<file path="config.mk">
export PLATFORM = sky130hd
export DESIGN_NAME = cigar_span_parser
export DESIGN_NICKNAME = d
export VERILOG_FILES = /design/src/rtl/core/cspan_pkg.sv /design/src/rtl/core/cspan_step.sv /design/src/rtl/core/cigar_span_parser.sv
export SDC_FILE = /design/constraint.sdc
export NUM_CORES = 1
export LEC_CHECK = 0
export BUFFER_PORTS_ARGS = -buffer_cell sky130_fd_sc_hd__clkbuf_2
export CELL_PAD_IN_SITES_DETAIL_PLACEMENT = 1
export CELL_PAD_IN_SITES_GLOBAL_PLACEMENT = 1
export CORE_ASPECT_RATIO = 1.25
export CORE_UTILIZATION = 30
export CTS_CLUSTER_DIAMETER = 80
export DETAILED_ROUTE_END_ITERATION = 8
export GPL_ROUTABILITY_DRIVEN = 0
export PLACE_DENSITY = 0.64
export SYNTH_ARGS = -nofsm -noshare
export SYNTH_HDL_FRONTEND = slang
export SYNTH_SLANG_ARGS = --single-unit
</file>
<file path="constraint.sdc">
create_clock -name clk -period 11.4 [get_ports clk]
set_input_delay 1.14 -clock clk [delete_from_list [all_inputs] [get_ports clk]]
set_output_delay 1.14 -clock clk [all_outputs]
set_load 0.005 [all_outputs]
</file>
<file path="src/rtl/core/cspan_pkg.sv">
// ----------------------------------------------------------------------------
// cspan_pkg: shared types and constants of the CIGAR span parser
// Character codes, run length width and the parser state and result records.
// ----------------------------------------------------------------------------
package cspan_pkg;

	// Width of the pending run length; digit runs saturate at its maximum.
	localparam int LEN_BITS = 28;
	localparam logic [LEN_BITS-1:0] LEN_MAX = {LEN_BITS{1'b1}};

	localparam logic [7:0] CH_0  = 8'h30;
	localparam logic [7:0] CH_9  = 8'h39;
	localparam logic [7:0] CH_M  = 8'h4D;
	localparam logic [7:0] CH_EQ = 8'h3D;
	localparam logic [7:0] CH_X  = 8'h58;
	localparam logic [7:0] CH_S  = 8'h53;
	localparam logic [7:0] CH_H  = 8'h48;
	localparam logic [7:0] CH_I  = 8'h49;
	localparam logic [7:0] CH_D  = 8'h44;
	localparam logic [7:0] CH_N  = 8'h4E;

	typedef struct packed {
		logic [LEN_BITS-1:0] run;
		logic [31:0]         read_lo;
		logic [31:0]         read_hi;
		logic [31:0]         ref_lo;
		logic [31:0]         ref_hi;
		logic                match_seen;
		logic                strand;
		logic [30:0]         length;
		logic                at_start;
	} span_state_t;

	typedef struct packed {
		logic [31:0] read_begin;
		logic [31:0] read_finish;
		logic [30:0] ref_begin;
		logic [31:0] ref_finish;
	} span_result_t;

endpackage

</file>
<file path="src/rtl/core/cspan_step.sv">
// ----------------------------------------------------------------------------
// cspan_step: next-state and result logic for one CIGAR character
// Opens a new string when needed, folds in a digit or applies an operation.
// ----------------------------------------------------------------------------
module cspan_step import cspan_pkg::*; (
	input  span_state_t  cur,
	input  logic [7:0]   cigar_char,
	input  logic         last_char,
	input  logic [30:0]  ref_start,
	input  logic         strand_same,
	input  logic [30:0]  read_length,
	output span_state_t  nxt,
	output span_result_t res
);

	always_comb begin
		span_state_t         base;
		logic [LEN_BITS+3:0] prod;
		logic [31:0]         num;

		base = cur;
		if (cur.at_start) begin
			base.strand     = strand_same;
			base.length     = read_length;
			base.read_lo    = '0;
			base.read_hi    = '1;
			base.ref_lo     = {1'b0, ref_start};
			base.ref_hi     = {1'b0, ref_start} - 32'd1;
			base.match_seen = 1'b0;
			base.run        = '0;
		end

		nxt          = base;
		nxt.at_start = last_char;

		// Times ten as two shifted copies, plus the digit from the low nibble.
		prod = {1'b0, base.run, 3'b000} + {3'b000, base.run, 1'b0}
			+ {{LEN_BITS{1'b0}}, cigar_char[3:0]};
		num  = {{(32-LEN_BITS){1'b0}}, base.run};

		if (cigar_char inside {[CH_0:CH_9]}) begin
			nxt.run = (prod > {4'b0000, LEN_MAX}) ? LEN_MAX : prod[LEN_BITS-1:0];
		end else begin
			nxt.run = '0;
			case (cigar_char)
				CH_M, CH_EQ, CH_X: begin
					nxt.read_hi    = base.read_hi + num;
					nxt.ref_hi     = base.ref_hi + num;
					nxt.match_seen = 1'b1;
				end
				CH_S, CH_H: begin
					// Clipping only moves the read window ahead of the first match.
					if (!base.match_seen) begin
						nxt.read_lo = base.read_lo + num;
						nxt.read_hi = base.read_hi + num;
					end
				end
				CH_I: begin
					nxt.read_hi = base.read_hi + num;
				end
				CH_D, CH_N: begin
					nxt.ref_hi = base.ref_hi + num;
				end
				default: begin
				end
			endcase
		end

		if (nxt.strand) begin
			res.read_begin  = nxt.read_lo;
			res.read_finish = nxt.read_hi;
		end else begin
			res.read_begin  = {1'b0, nxt.length} - nxt.read_hi - 32'd1;
			res.read_finish = {1'b0, nxt.length} - nxt.read_lo - 32'd1;
		end
		res.ref_begin  = nxt.ref_lo[30:0];
		res.ref_finish = nxt.ref_hi;
	end

endmodule

</file>
<file path="src/rtl/core/cigar_span_parser.sv">
// ----------------------------------------------------------------------------
// cigar_span_parser: read and reference span of a CIGAR string
// Streams CIGAR characters in and gives one span word per string.
// ----------------------------------------------------------------------------
// Usage:
// Each input word carries one ASCII character of a CIGAR string; s_tlast
// marks the final character. The reference start, strand flag and read
// length are taken from the first word of each string and ignored later.
// For every word with s_tlast set, one output word appears on the master
// side with the read start and end (flipped against the read length when
// the strands differ) and the inclusive reference start and end.
// Throughput is one character per cycle, except while a final character
// waits as described below. An accepted word is captured in the input
// register; the step logic then processes it and, for a final character,
// loads the result register, from which m_tvalid is driven.
// When the receiver stalls, the input keeps flowing for characters that
// give no result; only a final character that finds the output register
// still full waits in the input register, and s_tready drops until the
// output word is taken.
// Reset clears both stages and returns the parser to the start of a string.
// ----------------------------------------------------------------------------
module cigar_span_parser import cspan_pkg::*; (
	input  logic         clk,
	input  logic         arst_n,
	input  logic         s_tvalid,
	output logic         s_tready,
	// Fields from bit 0: cigar_char[7:0], ref_start[38:8], strand_same[39],
	// read_length[70:40], zero fill[71].
	input  logic [71:0]  s_tdata,
	input  logic         s_tlast,
	output logic         m_tvalid,
	input  logic         m_tready,
	// Fields from bit 0: read_begin[31:0], read_finish[63:32],
	// ref_begin[94:64], ref_finish[126:95], zero fill[127].
	output logic [127:0] m_tdata
);

	logic         valid_s1;
	logic [7:0]   char_s1;
	logic         last_s1;
	logic [30:0]  ref_start_s1;
	logic         strand_s1;
	logic [30:0]  length_s1;

	span_state_t  state_q;
	span_state_t  state_next;
	span_result_t res_next;
	span_result_t res_q;
	logic         out_valid_q;
	logic         go_s1;

	// A character that yields no result always moves on; a final one needs
	// the output register to be free or emptied in this cycle.
	assign go_s1    = valid_s1 && (!last_s1 || !out_valid_q || m_tready);
	assign s_tready = !valid_s1 || go_s1;

	always_ff @(posedge clk or negedge arst_n) begin
		if (!arst_n) begin
			valid_s1 <= 1'b0;
		end else if (s_tready) begin
			valid_s1 <= s_tvalid;
		end
	end

	always_ff @(posedge clk) begin
		if (s_tvalid && s_tready) begin
			char_s1      <= s_tdata[7:0];
			ref_start_s1 <= s_tdata[38:8];
			strand_s1    <= s_tdata[39];
			length_s1    <= s_tdata[70:40];
			last_s1      <= s_tlast;
		end
	end

	cspan_step u_step (
		.cur         (state_q),
		.cigar_char  (char_s1),
		.last_char   (last_s1),
		.ref_start   (ref_start_s1),
		.strand_same (strand_s1),
		.read_length (length_s1),
		.nxt         (state_next),
		.res         (res_next)
	);

	always_ff @(posedge clk or negedge arst_n) begin
		if (!arst_n) begin
			state_q.run        <= '0;
			state_q.read_lo    <= '0;
			state_q.read_hi    <= '1;
			state_q.ref_lo     <= '0;
			state_q.ref_hi     <= '0;
			state_q.match_seen <= 1'b0;
			state_q.strand     <= 1'b0;
			state_q.length     <= '0;
			state_q.at_start   <= 1'b1;
			out_valid_q        <= 1'b0;
		end else begin
			if (go_s1) begin
				state_q <= state_next;
			end
			if (go_s1 && last_s1) begin
				out_valid_q <= 1'b1;
			end else if (m_tready) begin
				out_valid_q <= 1'b0;
			end
		end
	end

	always_ff @(posedge clk) begin
		if (go_s1 && last_s1) begin
			res_q <= res_next;
		end
	end

	assign m_tvalid = out_valid_q;
	assign m_tdata  = {1'b0, res_q.ref_finish, res_q.ref_begin,
		res_q.read_finish, res_q.read_begin};

endmodule

</file>
==> results.json <==
{
  "cts_tree": "yes",
  "setup_viol": 0,
  "gr-total-overflow": 0,
  "syn-mean-instance-area_um2": 9.43,
  "ys_types": 87,
  "die_w_um": 274,
  "cts_hold_buffers": 0,
  "hp-class": "flip-flop to flip-flop",
  "critPathMaxStageDelay_ns": 1.17,
  "final_util": 0.345,
  "fin_crit_sh": 0.713,
  "clockBufferDepth": 3,
  "ctsRootBufferMaster": "clkbuf_16",
  "die_h_um": 342,
  "dr.pass1.iters": 6,
  "end_kind": "flip-flop",
  "clock_skew_ns": 0.0136,
  "final_common_cell": "nor2_1",
  "clk-insertion-delay-late_ns": 0.60,
  "clk_pin_slew_worst_paths_ns": 0.07,
  "hold_viol": 0,
  "place.detailed.hpwl_mm": 62.2,
  "cap_violations": 0,
  "cts_resized": 0,
  "p_leak_uw": 0.0132,
  "syn_area_mm2": 0.0277,
  "power_density_mw_per_mm2": 175,
  "viasPerCell": 5.26,
  "seqCellArea_mm2": 0.0108,
  "antenna_left": 0,
  "wl_met3_mm": 2.27,
  "port_buffers": 204,
  "critPathSlowestCell": "dfstp_4",
  "worstMarginPinSlew_ns": 1.21,
  "fin_crit_ns": 8.13,
  "antenna_found_initial": 0,
  "yosys_warnings": 0,
  "slew_headroom": 0.183,
  "multi_input_area_mm2": 0.0161,
  "grt_max_degree": 147,
  "num_io_pins": 207,
  "critical-path-top-delay-family": "compound AO/OA/AOI/OAI gates",
  "cts_setup_buffers": 0,
  "synthFlopType": "edfxtp_1",
  "fin_hold_ws_ns": 0.471,
  "m1WireLength_mm": 38.1,
  "synth-seq-cells": 390,
  "placed_cells": 4217,
  "violations": "design-rule violations",
  "rsz0062_at_grt": "false",
  "num_rows": 124,
  "fin_tns_setup_ns": 0,
  "layout-drive-gt1-share": 0.186,
  "areaGrowthSynthToFinish_pct": 14.1,
  "initial_core_util": 0.303,
  "n_antenna_cell": 0,
  "crit_type": "flip-flop to flip-flop",
  "grt_pass1_vias": 23600,
  "num-nets-final": 3331,
  "synth-edff-count": 199,
  "fin_cells": 4306,
  "drt_iter0_drc": 868,
  "crit_buf_inv": 1,
  "synthesis.nets": 3199,
  "critPathLaunchType": "flip-flop",
  "async_flop_share": 0.490,
  "finalMaxSlewViolations": 0,
  "status": "complete, but fails checks",
  "cp.required_ns": 11.75,
  "cp_max_fo": 85,
  "grt_usage": 0.180,
  "drc": 34,
  "numCtsBuffers": 49,
  "coreArea_mm2": 0.0915,
  "n_fill_cell": 10600,
  "peakVddDrop_mv": 0.120,
  "dieArea_mm2": 0.0936,
  "cts_sinks": 390,
  "num_vias": 22700,
  "h-tree-depth": 2,
  "seq_area_frac_synth": 0.390,
  "wl_mm": 84.8,
  "synthCells": 2939,
  "crit_chain": "buf_4 > nor2b_1 > ha_1 > ha_1 > a21o_1 > a211oi_1 > o31a_1 > a21oi_1 > o2bb2ai_1 > maj3_1 > a31oi_1 > xnor2_1 > a22oi_1 > ha_1 > a21o_1 > a21o_1 > a221oi_1 > a21boi_0 > a221oi_1 > o21ai_0 > o41ai_1 > o21ai_0 > xor2_1 > mux2i_1",
  "arrival_ns": 8.48,
  "grt_first_pass_wirelength_mm": 133,
  "wl_met2_mm": 42.0,
  "timing.fmax_mhz": 123,
  "wl_per_cell_um": 19.7,
  "top_layer": "met4",
  "final_cell_mix": "nor2_1, a21oi_1, nand2_1"
}
[Yosys cell counts (33+ instances only)]
cell type | count | area share
xor2_1 | 69 | 0.022
nand3_1 | 45 | 0.0081
edfxtp_1 | 199 | 0.22
nor2_1 | 239 | 0.032
ha_1 | 179 | 0.081
a21oi_1 | 233 | 0.042
xnor2_1 | 121 | 0.038
clkbuf_1 | 133 | 0.018
nor2b_1 | 69 | 0.016
or2_2 | 48 | 0.011
nand2_1 | 221 | 0.030
a31oi_1 | 40 | 0.0090
o21a_1 | 36 | 0.0098
nor3_1 | 52 | 0.0094
dfstp_2 | 33 | 0.031
dfrtp_1 | 158 | 0.14
a21o_1 | 72 | 0.020
o21ai_0 | 200 | 0.036
mux2_2 | 149 | 0.061
inv_1 | 69 | 0.0093
[cell families (layout without fill, tap and decap cells)]
group	count (synthesis)	count (layout)	share of synthesized area
simple gates	884	884	0.158
other cells	1	1	0.000135
compound gates	888	888	0.207
buf+inv	224	394	0.0307
mux	172	172	0.0689
fa+ha+maj	190	190	0.0862
xor+xnor	190	190	0.0600
flops	390	390	0.390
[sequential cells by signal, summed over array words and instances, names as in the netlist]
signal and count:
state_q 189, char_s1 8, m_tvalid 1, last_s1 1, valid_s1 1, m_tdata 127, length_s1 31, strand_s1 1
ref_start_s1 31
[worst reg2reg max path, stage by stage (launching register included)]
cell,delay (ns)
dfstp_4,1.17
buf_4,0.70
nor2b_1,0.15
ha_1,0.28
ha_1,0.22
a21o_1,0.17
a211oi_1,0.27
o31a_1,0.22
a21oi_1,0.17
o2bb2ai_1,0.21
maj3_1,0.39
a31oi_1,0.21
xnor2_1,0.10
a22oi_1,0.40
ha_1,0.39
a21o_1,0.20
a21o_1,0.17
a221oi_1,0.33
a21boi_0,0.30
a221oi_1,0.54
o21ai_0,0.23
o41ai_1,0.53
o21ai_0,0.25
xor2_1,0.17
mux2i_1,0.09
[layout make-up]
class	count	area share
clock buffer	54	0.0397
clock inverter	35	0.0125
inverter	69	0.00835
multi-input combinational	2325	0.510
sequential	390	0.342
tap	1197	0.0474
timing repair buffer	236	0.0410
[stage by stage]
stage	area, µm²	worst slack [ns]	total power [µW]
global route	31600	2.63	5900
global placement	30000	3.33	3900
detailed placement	30000	3.20	3950
floorplan	27700	3.47	3370
CTS	31600	3.18	5630
finish	31600	3.27	5540
[worst paths after layout]
kind	start	endpoint	slack, ns	cells past startpoint
max	state_q[0]$_DFFE_PN1P_	m_tdata[63]$_DFFE_PP_	3.27	24
min	state_q[179]$_DFFE_PN0P_	state_q[179]$_DFFE_PN0P_	0.47	2
max reg2reg	state_q[0]$_DFFE_PN1P_	m_tdata[63]$_DFFE_PP_	3.27	24
min reg2reg	state_q[179]$_DFFE_PN0P_	state_q[179]$_DFFE_PN0P_	0.47	2
max in group asynchronous	arst_n	state_q[88]$_DFFE_PN0P_	9.66	2
min in group asynchronous	arst_n	state_q[3]$_DFFE_PN0P_	0.48	1
[routing by layer]
metal  global-route usage  up-vias
li1                     -    11200
met4               0.0555        0
met3               0.0192      101
met5                    0        -
met1                0.226    11100
met2                0.321      288
[report_power, final]
| part | total [µW] | internal (µW) | switching (µW) | leakage, µW |
|---|---|---|---|---|
| registers | 1960 | 1810 | 158 | 0.00422 |
| clock network | 1620 | 943 | 681 | 0.000802 |
| logic | 1950 | 821 | 1130 | 0.00815 |
| total | 5540 | 3570 | 1970 | 0.0132 |
Note: power is estimated with default switching activity, not from simulation.
